File: config.mk
export PLATFORM = sky130hd
export DESIGN_NAME = radix_converter_core
export DESIGN_NICKNAME = d
export VERILOG_FILES = /design/src/sv/rc_pkg.sv /design/src/sv/radix_converter_core.sv
export SDC_FILE = /design/constraint.sdc
export NUM_CORES = 1
export LEC_CHECK = 0
export ABC_CLOCK_PERIOD_IN_PS = 18900
export BUFFER_PORTS_ARGS = -buffer_cell sky130_fd_sc_hd__buf_2
export CAP_MARGIN = 20
export CORE_UTILIZATION = 68
export CTS_CLUSTER_DIAMETER = 120
export DETAILED_ROUTE_END_ITERATION = 16
export PLACE_DENSITY_LB_ADDON = 0.2
export SLEW_MARGIN = 20
export SYNTH_ARGS = -nofsm -noshare
export SYNTH_HDL_FRONTEND = slang
export SYNTH_SLANG_ARGS = --single-unit
File: constraint.sdc
create_clock -name clk -period 18.9 [get_ports clk]
set_input_delay 1.89 -clock clk [delete_from_list [all_inputs] [get_ports clk]]
set_output_delay 1.89 -clock clk [all_outputs]
set_load 0.02 [all_outputs]
File: src/sv/rc_pkg.sv
// Package for the radix converter: field widths, register indexes, reset values
// and the base clamping functions.
// No dependencies; used by radix_converter_core.
package rc_pkg;

	localparam int NUM_W      = 31;  // input number width
	localparam int DIG_W      = 4;   // output digit width
	localparam int SRC_W      = 4;   // source_base register width
	localparam int TGT_W      = 5;   // target_base register width
	localparam int CNT_W      = 6;   // digit count width
	localparam int BCD_DIGITS = 10;  // decimal digits of the largest input
	localparam int BCD_W      = BCD_DIGITS * DIG_W;
	localparam int MAX_OUT    = 31;  // most digits in one run

	localparam int CFG_IDX_W  = 2;
	localparam int CFG_DATA_W = 5;

	localparam logic [CFG_IDX_W-1:0] CFG_SOURCE_BASE = 2'd0;
	localparam logic [CFG_IDX_W-1:0] CFG_TARGET_BASE = 2'd1;

	localparam logic [SRC_W-1:0] SRC_RESET = 4'd10;
	localparam logic [TGT_W-1:0] TGT_RESET = 5'd2;
	localparam logic [SRC_W-1:0] SRC_MIN   = 4'd2;
	localparam logic [SRC_W-1:0] DEC_RADIX = 4'd10;
	localparam logic [TGT_W-1:0] TGT_MIN   = 5'd2;
	localparam logic [TGT_W-1:0] TGT_MAX   = 5'd16;

	typedef logic [DIG_W-1:0] digit_t;

	// Source bases below two act as two, those above ten act as ten.
	function automatic logic [SRC_W-1:0] clamp_src(input logic [SRC_W-1:0] b);
		logic [SRC_W-1:0] r;
		r = b;
		if (b < SRC_MIN) r = SRC_MIN;
		else if (b > DEC_RADIX) r = DEC_RADIX;
		return r;
	endfunction

	// Target bases below two act as two, those above sixteen act as sixteen.
	function automatic logic [TGT_W-1:0] clamp_tgt(input logic [TGT_W-1:0] b);
		logic [TGT_W-1:0] r;
		r = b;
		if (b < TGT_MIN) r = TGT_MIN;
		else if (b > TGT_MAX) r = TGT_MAX;
		return r;
	endfunction

endpackage

File: src/sv/radix_converter_core.sv
// Radix converter core: reads the decimal digits of an input number as digits in
// source_base and streams the value's digits in target_base, most significant first.
// Depends on rc_pkg.

// An accepted number is first split into decimal digits by a bit-serial
// double-dabble pass, then weighted by source_base with one multiply-add per
// decimal digit, then saturated to VALUE_BITS. Each target digit then comes from
// a shared divider that handles one nibble of the value per cycle, and each digit
// is delivered through the registered read of the digit store and held while the
// receiver stalls. A new number is taken only when the previous run has been
// fully delivered. Configuration writes are always ready and take effect at once.
module radix_converter_core #(
	parameter int DIGIT_STORE_DEPTH = 32,
	parameter int VALUE_BITS        = 31
) (
	input  logic                            clk,
	input  logic                            arst_n,
	input  logic                            item_valid,
	output logic                            item_stall,
	input  logic [rc_pkg::NUM_W-1:0]        number,
	output logic                            result_valid,
	input  logic                            result_stall,
	output logic [rc_pkg::DIG_W-1:0]        digit,
	output logic                            last,
	input  logic                            cfg_valid,
	output logic                            cfg_ready,
	input  logic [rc_pkg::CFG_IDX_W-1:0]    cfg_index,
	input  logic [rc_pkg::CFG_DATA_W-1:0]   cfg_data
);

	localparam int AW     = $clog2(DIGIT_STORE_DEPTH);
	localparam int LIMIT  = (DIGIT_STORE_DEPTH < rc_pkg::MAX_OUT) ?
	                        DIGIT_STORE_DEPTH : rc_pkg::MAX_OUT;
	localparam int ND     = (VALUE_BITS + 3) / 4;
	localparam int VW4    = ND * 4;
	localparam int HW     = rc_pkg::NUM_W + rc_pkg::SRC_W;
	localparam int SW     = (VALUE_BITS > rc_pkg::NUM_W) ? VALUE_BITS : rc_pkg::NUM_W;
	localparam int STEP_W = 5;

	localparam logic [2:0] ST_IDLE = 3'd0;
	localparam logic [2:0] ST_DAB  = 3'd1;
	localparam logic [2:0] ST_HORN = 3'd2;
	localparam logic [2:0] ST_LOAD = 3'd3;
	localparam logic [2:0] ST_DIV  = 3'd4;
	localparam logic [2:0] ST_RD   = 3'd5;
	localparam logic [2:0] ST_SHOW = 3'd6;

	logic [2:0]                      state_q;
	logic [STEP_W-1:0]               step_q;
	logic [rc_pkg::SRC_W-1:0]        src_base_q;
	logic [rc_pkg::TGT_W-1:0]        tgt_base_q;
	logic [rc_pkg::NUM_W-1:0]        bin_q;
	logic [rc_pkg::BCD_W-1:0]        bcd_q;
	logic [rc_pkg::NUM_W-1:0]        acc_q;
	logic [VW4-1:0]                  div_q;
	logic [rc_pkg::DIG_W-1:0]        rem_q;
	logic [rc_pkg::CNT_W-1:0]        cnt_q;
	logic [AW-1:0]                   rd_idx_q;
	rc_pkg::digit_t                  rd_data_q;
	rc_pkg::digit_t                  digit_store_q [DIGIT_STORE_DEPTH];

	logic [rc_pkg::SRC_W-1:0]        sb;
	logic [rc_pkg::TGT_W-1:0]        tb;
	logic [rc_pkg::BCD_W-1:0]        bcd_adj;
	logic [HW-1:0]                   horn_sum;
	logic [SW-1:0]                   acc_ext;
	logic [SW-1:0]                   vmax_ext;
	logic [SW-1:0]                   sat_val;
	logic [8:0]                      trial;
	logic [8:0]                      sub_val;
	logic [3:0]                      qnib;
	logic [VW4-1:0]                  quot;
	logic                            div_wr;

	assign sb = rc_pkg::clamp_src(src_base_q);
	assign tb = rc_pkg::clamp_tgt(tgt_base_q);

	assign cfg_ready    = 1'b1;
	assign item_stall   = (state_q != ST_IDLE);
	assign result_valid = (state_q == ST_SHOW);
	assign digit        = rd_data_q;
	assign last         = (rd_idx_q == '0);

	always_ff @(posedge clk or negedge arst_n) begin
		if (!arst_n) begin
			src_base_q <= rc_pkg::SRC_RESET;
			tgt_base_q <= rc_pkg::TGT_RESET;
		end else if (cfg_valid && cfg_ready) begin
			unique case (cfg_index)
				rc_pkg::CFG_SOURCE_BASE: src_base_q <= cfg_data[rc_pkg::SRC_W-1:0];
				rc_pkg::CFG_TARGET_BASE: tgt_base_q <= cfg_data;
				default: ;
			endcase
		end
	end

	// Double-dabble correction: every BCD digit of five or more gets three added
	// before the shift, so that the doubling carries into the next decimal digit.
	always_comb begin
		for (int i = 0; i < rc_pkg::BCD_DIGITS; i++) begin
			if (bcd_q[i*4 +: 4] >= 4'd5) bcd_adj[i*4 +: 4] = bcd_q[i*4 +: 4] + 4'd3;
			else bcd_adj[i*4 +: 4] = bcd_q[i*4 +: 4];
		end
	end

	// Horner step over the decimal digits, most significant first. Every partial
	// sum is bounded by the final value, which never exceeds the input number.
	assign horn_sum = HW'(acc_q) * HW'(sb) + HW'(bcd_q[rc_pkg::BCD_W-1 -: 4]);

	assign acc_ext  = SW'(acc_q);
	assign vmax_ext = SW'({VALUE_BITS{1'b1}});
	assign sat_val  = (acc_ext > vmax_ext) ? vmax_ext : acc_ext;

	// One nibble of long division by the target base: the remainder stays below
	// the base, so the quotient nibble settles in four restoring steps.
	always_comb begin
		trial = {1'b0, rem_q, div_q[VW4-1 -: 4]};
		sub_val = '0;
		for (int j = 3; j >= 0; j--) begin
			sub_val = 9'(tb) << j;
			if (trial >= sub_val) begin
				trial   = trial - sub_val;
				qnib[j] = 1'b1;
			end else begin
				qnib[j] = 1'b0;
			end
		end
	end

	assign quot   = {div_q[VW4-5:0], qnib};
	assign div_wr = (state_q == ST_DIV) && (step_q == STEP_W'(ND - 1));

	always_ff @(posedge clk) begin
		if (div_wr) digit_store_q[cnt_q[AW-1:0]] <= trial[3:0];
		rd_data_q <= digit_store_q[rd_idx_q];
	end

	always_ff @(posedge clk or negedge arst_n) begin
		if (!arst_n) begin
			state_q  <= ST_IDLE;
			step_q   <= '0;
			cnt_q    <= '0;
			rd_idx_q <= '0;
		end else begin
			unique case (state_q)
				ST_IDLE: begin
					if (item_valid && !item_stall) begin
						state_q <= ST_DAB;
						step_q  <= '0;
					end
				end
				ST_DAB: begin
					if (step_q == STEP_W'(rc_pkg::NUM_W - 1)) begin
						state_q <= ST_HORN;
						step_q  <= '0;
					end else begin
						step_q <= step_q + 1'b1;
					end
				end
				ST_HORN: begin
					if (step_q == STEP_W'(rc_pkg::BCD_DIGITS - 1)) begin
						state_q <= ST_LOAD;
					end else begin
						step_q <= step_q + 1'b1;
					end
				end
				ST_LOAD: begin
					state_q <= ST_DIV;
					step_q  <= '0;
					cnt_q   <= '0;
				end
				ST_DIV: begin
					if (div_wr) begin
						cnt_q  <= cnt_q + 1'b1;
						step_q <= '0;
						// A zero value still yields its single digit before stopping.
						if (quot == '0 || (cnt_q + 1'b1) == rc_pkg::CNT_W'(LIMIT)) begin
							state_q  <= ST_RD;
							rd_idx_q <= cnt_q[AW-1:0];
						end
					end else begin
						step_q <= step_q + 1'b1;
					end
				end
				ST_RD: begin
					state_q <= ST_SHOW;
				end
				ST_SHOW: begin
					if (!result_stall) begin
						if (rd_idx_q == '0) begin
							state_q <= ST_IDLE;
						end else begin
							rd_idx_q <= rd_idx_q - 1'b1;
							state_q  <= ST_RD;
						end
					end
				end
				default: state_q <= ST_IDLE;
			endcase
		end
	end

	// Datapath registers.
	always_ff @(posedge clk) begin
		unique case (state_q)
			ST_IDLE: begin
				bin_q <= number;
				bcd_q <= '0;
				acc_q <= '0;
			end
			ST_DAB: begin
				bcd_q <= {bcd_adj[rc_pkg::BCD_W-2:0], bin_q[rc_pkg::NUM_W-1]};
				bin_q <= {bin_q[rc_pkg::NUM_W-2:0], 1'b0};
			end
			ST_HORN: begin
				acc_q <= horn_sum[rc_pkg::NUM_W-1:0];
				bcd_q <= {bcd_q[rc_pkg::BCD_W-5:0], 4'd0};
			end
			ST_LOAD: begin
				div_q <= VW4'(sat_val[VALUE_BITS-1:0]);
				rem_q <= '0;
			end
			ST_DIV: begin
				div_q <= quot;
				rem_q <= div_wr ? '0 : trial[3:0];
			end
			default: ;
		endcase
	end

	a_accept_starts: assert property (@(posedge clk) disable iff (!arst_n)
		(item_valid && !item_stall) |=> (state_q == ST_DAB))
		else $error("accepted number did not start conversion");

	a_last_ends: assert property (@(posedge clk) disable iff (!arst_n)
		(result_valid && !result_stall && last) |=> (state_q == ST_IDLE))
		else $error("block not idle after final digit transfer");

	a_cnt_bound: assert property (@(posedge clk) disable iff (!arst_n)
		(cnt_q <= rc_pkg::CNT_W'(LIMIT)))
		else $error("digit count beyond store limit");

	a_rem_below_base: assert property (@(posedge clk) disable iff (!arst_n)
		(state_q == ST_DIV) |-> ({1'b0, rem_q} < tb))
		else $error("division remainder not below target base");

endmodule
# Yosys cells after proc, flatten, opt, wreduce, memory -nomap -nowiden
# Memories as Yosys holds them, arrays and structs flattened. A register that Yosys moved wholly into a read port is not among the register bits.
# Cells that the tools add are included.
[totals]
out_inout_bits = 8
ff_bits = 166
wordCells = 141
ram_bits = 128
memories = 1
input_bits = 43
[op_classes]
n_lt_le_gt_ge = 19
reduce_logical = 21
multipliers = 1
n_eq_ne = 19
n_mux = 51
addsub = 18
[memory_table]
columns = ["name", "words", "width", "read_ports", "rd_ports_with_merged_regs", "write_ports", "line_no", "text"]
rows = [
  ["digit_store_q", 32, 4, 1, 1, 1, "radix_converter_core.sv:60", "rc_pkg::digit_t digit_store_q [DIGIT_STORE_DEPTH];"],
]
[op_table]
columns = ["operator", "n"]
rows = [
  ["case mux 31 bit (2 select lines)", 2],
  ["case mux 40 bit (3 select lines)", 1],
  ["case mux 32 bit (2 select lines)", 1],
  ["two-way mux 4 bit", 13],
  ["two-way mux 5 bit", 10],
  [">= comparator 4 x 3 -> 1 bit, second input constant", 10],
  ["adder 4 x 2 -> 4 bit, second input constant", 9],
  ["zero test 32 bit", 1],
  ["adder 31 x 4 -> 31 bit", 1],
  ["> comparator 31 bit, second input constant", 1],
  ["multiplier 31 x 4 -> 31 bit", 1],
  ["two-way mux 31 bit", 1],
  ["two-way mux 9 bit", 3],
  ["case mux 5 bit (5 select lines)", 1],
  ["two-way mux 3 bit", 8],
  ["case mux 3 bit (7 select lines)", 1],
  ["!= test 2 bit, second input constant", 7],
  ["case mux 6 bit (2 select lines)", 1],
  ["case mux 5 bit (2 select lines)", 1],
  ["equality test 3 bit, second input constant", 3],
  [">= comparator 9 x 5 -> 1 bit", 1],
  [">= comparator 9 x 6 -> 1 bit", 1],
  [">= comparator 9 x 7 -> 1 bit", 1],
  ["subtractor 8 x 8 -> 9 bit", 1],
  ["36 further kinds", 49],
]

# Logic depth before layout (Yosys ltp)
[depth]
depth_word = 16
depth_mapped = 34
ltp_nobuf = 33

# Least setup slack after synthesis
# OpenSTA, ideal clock, no wires.
[synth_timing]
path_type = "register -> register"
start = "register tgt_base_q[4] (netlist bit)"
end = "memory digit_store_q[0][0] (netlist bit) (data pin)"
required_time_ps = 18515
setup_time_ps = 385
period_less_slack_ps = 8173
stages_incl_launch_ff = 28
t_arrival_ps = 7788
n_path_buf = 1
slack_ps = 10727
cell_sequence = "dfrtp_1 -> inv_1 -> o21ai_0 -> fa_1 -> a211oi_2 -> nor2_1 -> nor2_1 -> mux2_2 -> ha_1 -> nor2_1 -> a21oi_1 -> o21bai_1 -> and4b_1 -> buf_6 -> mux2_2 -> ha_1 -> and4_1 -> a311oi_1 -> and3_1 -> mux2i_1 -> ha_1 -> nor2b_1 -> o21ai_0 -> a21oi_1 -> o21ai_0 -> nor2b_1 -> o21ai_0 -> mux2i_1"
[synth_via]
elab_chain_len = 11
word_cells_on_any_way = 16
cone_classes = "add/sub: 4; order compare: 6; mux: 6"
[synth_lines]
columns = ["item", "line_no", "text"]
rows = [
  ["start, declared", "radix_converter_core.sv:51", "logic [rc_pkg::TGT_W-1:0] tgt_base_q;"],
  ["start signal, assigned", "radix_converter_core.sv:87", "tgt_base_q <= rc_pkg::TGT_RESET;"],
  ["start signal, assigned", "radix_converter_core.sv:91", "rc_pkg::CFG_TARGET_BASE: tgt_base_q <= cfg_data;"],
  ["> comparator 5 bit", "rc_pkg.sv:44", "else if (b > TGT_MAX) r = TGT_MAX;"],
  ["two-way mux 5 bit", "rc_pkg.sv:44", ""],
  ["two-way mux 5 bit (*)", "rc_pkg.sv:43", "if (b < TGT_MIN) r = TGT_MIN;"],
  ["subtractor 8 x 8 -> 9 bit / >= comparator 8 bit (equally long branches)", "radix_converter_core.sv:122, radix_converter_core.sv:121", ""],
  ["two-way mux 9 bit", "radix_converter_core.sv:121", "if (trial >= sub_val) begin"],
  ["subtractor 9 x 7 -> 9 bit / >= comparator 9 x 7 -> 1 bit (equally long branches)", "radix_converter_core.sv:122, radix_converter_core.sv:121", ""],
  ["two-way mux 9 bit", "radix_converter_core.sv:121", ""],
  ["subtractor 9 x 6 -> 9 bit / >= comparator 9 x 6 -> 1 bit (equally long branches)", "radix_converter_core.sv:122, radix_converter_core.sv:121", ""],
  ["two-way mux 9 bit", "radix_converter_core.sv:121", ""],
  [">= comparator 9 x 5 -> 1 bit / subtractor 4 bit (equally long branches)", "radix_converter_core.sv:121, radix_converter_core.sv:122", ""],
  ["two-way mux 4 bit (*)", "radix_converter_core.sv:121", ""],
  ["via trial[0]", "radix_converter_core.sv:69", "logic [8:0] trial;"],
  ["end, declared", "radix_converter_core.sv:60", ""],
]
# The timed path passes the listed nets; every way through them passes the cells marked *.

# Final worst setup path
[layout_timing]
start = "register tgt_base_q[4] (netlist bit)"
end = "memory digit_store_q[24][3] (netlist bit) (data pin)"
# Same word-level chain as after synthesis.

==> summary.txt <==
OUTCOME
------------------------------------------------------------------------------------------------------
Result of the run                                                                         complete, but fails checks
Failing checks                                                                            design-rule violations

PLACEMENT
------------------------------------------------------------------------------------------------------
Last weighted congestion value of the routability-driven placer                                  0.829
Port Buffers                                                                                        49
Detailed placement HPWL                                                                       26000 um

CLOCK NETWORK
------------------------------------------------------------------------------------------------------
Longest Clk Path Bufs                                                                                3
Number of CTS-inserted buffers                                                                      31
Clock transition at the register clock pins on the worst setup and hold paths after CTS        0.06 ns
Clk Tree Root Cell                                                                           clkbuf_16
Skew-Pair Late Insertion Delay                                                                 0.57 ns
Post-cts resize count                                                                                0
Number of sinks driven by the clock tree                                                           298
Number of post-CTS setup repair buffers                                                              0
CTS tree                                                                                           yes
# H-tree levels                                                                                      1
Hold-fix buffers, CTS                                                                                0

CRITICAL PATH
------------------------------------------------------------------------------------------------------
Cell repeated most along the worst path                                                           ha_1
Critical path's largest stage delay                                                            0.91 ns
Type of the worst setup path                                                                reg -> reg
Arrival time at the worst endpoint                                                            10.01 ns
Kind of cell adding the most delay to the critical path                                   compound AO/OA/AOI/OAI gates
Worst setup SP type                                                                          flip-flop
Slowest stage cell, crit path                                                                   o21a_1
Buffers plus inverters on the worst setup path                                                       2
Maximum fanout along the worst path                                                                 32
Kind of capture point of the worst setup path                                                flip-flop
Req. time, crit path                                                                          19.11 ns

FLOORPLAN
------------------------------------------------------------------------------------------------------
# rows                                                                                              59
Vert. Die Dim                                                                                   165 um
Total I/O pin count                                                                                 51
Initial Utilization                                                                              0.694
Core region area                                                                            0.0261 mm2
Die outline area                                                                            0.0273 mm2
Die outline width                                                                               165 um

SYNTHESIS
------------------------------------------------------------------------------------------------------
Number of flops mapped to enable cells by yosys                                                    266
Net count after synthesis                                                                         1785
Average size of a mapped cell                                                                 11.5 um2
Gate count of the mapped netlist                                                                  1571
Post-synthesis cell type count                                                                      82
Post-synthesis sequential element count                                                            298
Warnings from Yosys                                                                                  0
FFs w/ async S/R, synth                                                                         0.0940
Top FF cell, synth                                                                            edfxtp_1
Register area share after synthesis                                                              0.483
Post-Syn Area                                                                               0.0181 mm2

TIMING
------------------------------------------------------------------------------------------------------
Minimum clock period                                                                           9.80 ns
Setup Viol. Count Final                                                                              0
Max Freq                                                                                       102 MHz
Unrepaired setup endpoints after global routing                                                     no
Slew headroom                                                                                    0.252
Post-Route Setup TNS                                                                              0 ns
Count of endpoints failing hold in the final timing report                                           0
Final max-slew violation count                                                                       0
Slew at the pin closest to its max-slew limit                                                  1.11 ns
Post-route clock period utilization                                                              0.519
Setup clock skew after layout                                                               0.00818 ns

LAYOUT
------------------------------------------------------------------------------------------------------
Area grow syn2layout                                                                             9.20%
Ant. Diodes                                                                                          0
Filler cells                                                                                      1689
Sequential cell area in the final layout                                                   0.00877 mm2
Fraction of layout cells with a size suffix above 1                                              0.143
Multi-input logic area                                                                     0.00877 mm2
Total Nets Final                                                                                  1823

ROUTING
------------------------------------------------------------------------------------------------------
Routed Antenna Nets                                                                                  0
Sum of routed wire length over all layers                                                     38100 um
Initial DRC count                                                                                 1103
Remaining routing DRC violations                                                                     4
Routed len/inst                                                                                19.4 um
Number of iterations in the first detailed-routing pass                                             13
Via Count                                                                                        12200
Vias per inst                                                                                     6.21

MIN PATH
------------------------------------------------------------------------------------------------------
Worst min path class                                                                        reg -> reg

GLOBAL ROUTE
------------------------------------------------------------------------------------------------------
Total congestion overflow                                                                            0
Global-route wire length before repair                                                        62300 um
Via count of the first global-routing pass                                                       12200
Pin count of the biggest net entering global routing                                                77
Number of antenna violations at the first check in global routing                                    0
Overall global routing resource usage                                                            0.292

RUN
------------------------------------------------------------------------------------------------------
Total of max-cap violations                                                                          0

## synthesized netlist by cell type, types with 9 or more instances
library cell,n,area share
edfxtp_1,266,0.44
nand2_1,235,0.049
inv_1,111,0.023
ha_1,110,0.076
nor2_1,106,0.022
o21ai_0,86,0.024
a21oi_1,70,0.019
fa_1,61,0.067
mux2_2,48,0.030
and2_1,47,0.016
clkbuf_1,47,0.0097
mux4_2,40,0.050
xnor2_1,29,0.014
dfrtp_1,25,0.034
xor2_1,20,0.0097
nand2b_1,19,0.0066
a21o_1,16,0.0066
nor3_1,16,0.0044
nor3b_1,16,0.0066
nand3_1,15,0.0041
nor2b_1,13,0.0045
and3_1,12,0.0041
o21a_1,11,0.0046
o22ai_1,9,0.0031
o31ai_1,9,0.0037
## layer usage
metal  vias up  track usage  routed length (um)  share of wire
met2       403        0.516               19600           0.51
met1      6035        0.387               15800           0.41
met3        60       0.0330                2080          0.054
li1       5721            -                   -              -
met4         0       0.0678                 642          0.017
met5         -            0                   0              0
## worst paths after layout
check,from,end,slack [ns],cells after the start
max,tgt_base_q[4],digit_store_q[24][3],9.10,29
min,tgt_base_q[4],tgt_base_q[4],0.52,1
max reg2reg,tgt_base_q[4],digit_store_q[24][3],9.10,29
min reg2reg,tgt_base_q[4],tgt_base_q[4],0.52,1
max in group asynchronous,arst_n,rd_idx_q[0],16.98,1
min in group asynchronous,arst_n,step_q[2],1.38,1
## cells by family after synthesis
| family | Yosys count | share of synthesized area |
|---|---|---|
| muxes | 97 | 0.0854 |
| adders and majority gates | 171 | 0.143 |
| AOI/OAI and AO/OA | 270 | 0.0953 |
| DFF | 298 | 0.483 |
| and+or+nand+nor | 517 | 0.133 |
| other | 1 | 0.000207 |
| buffers and inverters | 168 | 0.0358 |
| xor gates and xnor gates | 49 | 0.0237 |
## state kept, by name, summed over array words and instances, names as in the netlist
signal,flops
digit_store_q,128
bcd_q,40
div_q,32
acc_ext,31
bin_q,31
cnt_q,6
rd_idx_q,5
step_q,5
tgt_base_q,5
digit,4
rem_q,4
src_base_q,4
state_q,3
## final cells by class
cell class,count,share of cell area
sequential,298,0.443
multi-input combinational,1105,0.443
clock buffer,36,0.0416
inverter,112,0.0212
tap,335,0.0212
timing repair buffer,61,0.0179
clock inverter,22,0.0126
## metrics by stage
step / util / std cells / instance area (um2) / hold WS (ns) / worst slack, ns
2_1_floorplan: - / 1571 / 18100 / 0.471 / 10.73
3_3_place_gp: 0.716 / 1910 / 18700 / 0.488 / 9.72
3_5_place_dp: 0.716 / 1910 / 18700 / 0.494 / 9.29
4_1_cts: 0.757 / 1968 / 19800 / 0.518 / 9.21
5_1_grt: 0.758 / 1969 / 19800 / 0.525 / 8.55
6_report: 0.758 / 1969 / 19800 / 0.519 / 9.10
## cells in the final DEF, fill, tap and decap left out, drive strengths merged, types with 9 or more instances in the layout
master	synthesis	layout
edfxtp	266	266
nand2	235	235
inv	112	113
ha	110	110
nor2	106	106
o21ai	88	88
a21oi	70	70
fa	61	61
buf	9	61
mux2	49	49
and2	48	48
mux4	40	40
clkbuf	47	36
xnor2	29	29
dfrtp	25	25
xor2	20	20
nand2b	19	19
nand3	17	17
a21o	16	16
nor3	16	16
nor3b	16	16
clkinv	0	15
nor2b	13	13
and3	12	12
o21a	11	11
o31ai	10	10
o22ai	9	9
a211oi	9	9
Power is not shown: default switching activity piles up to over one toggle a cycle in this logic, so the estimate is an artifact.
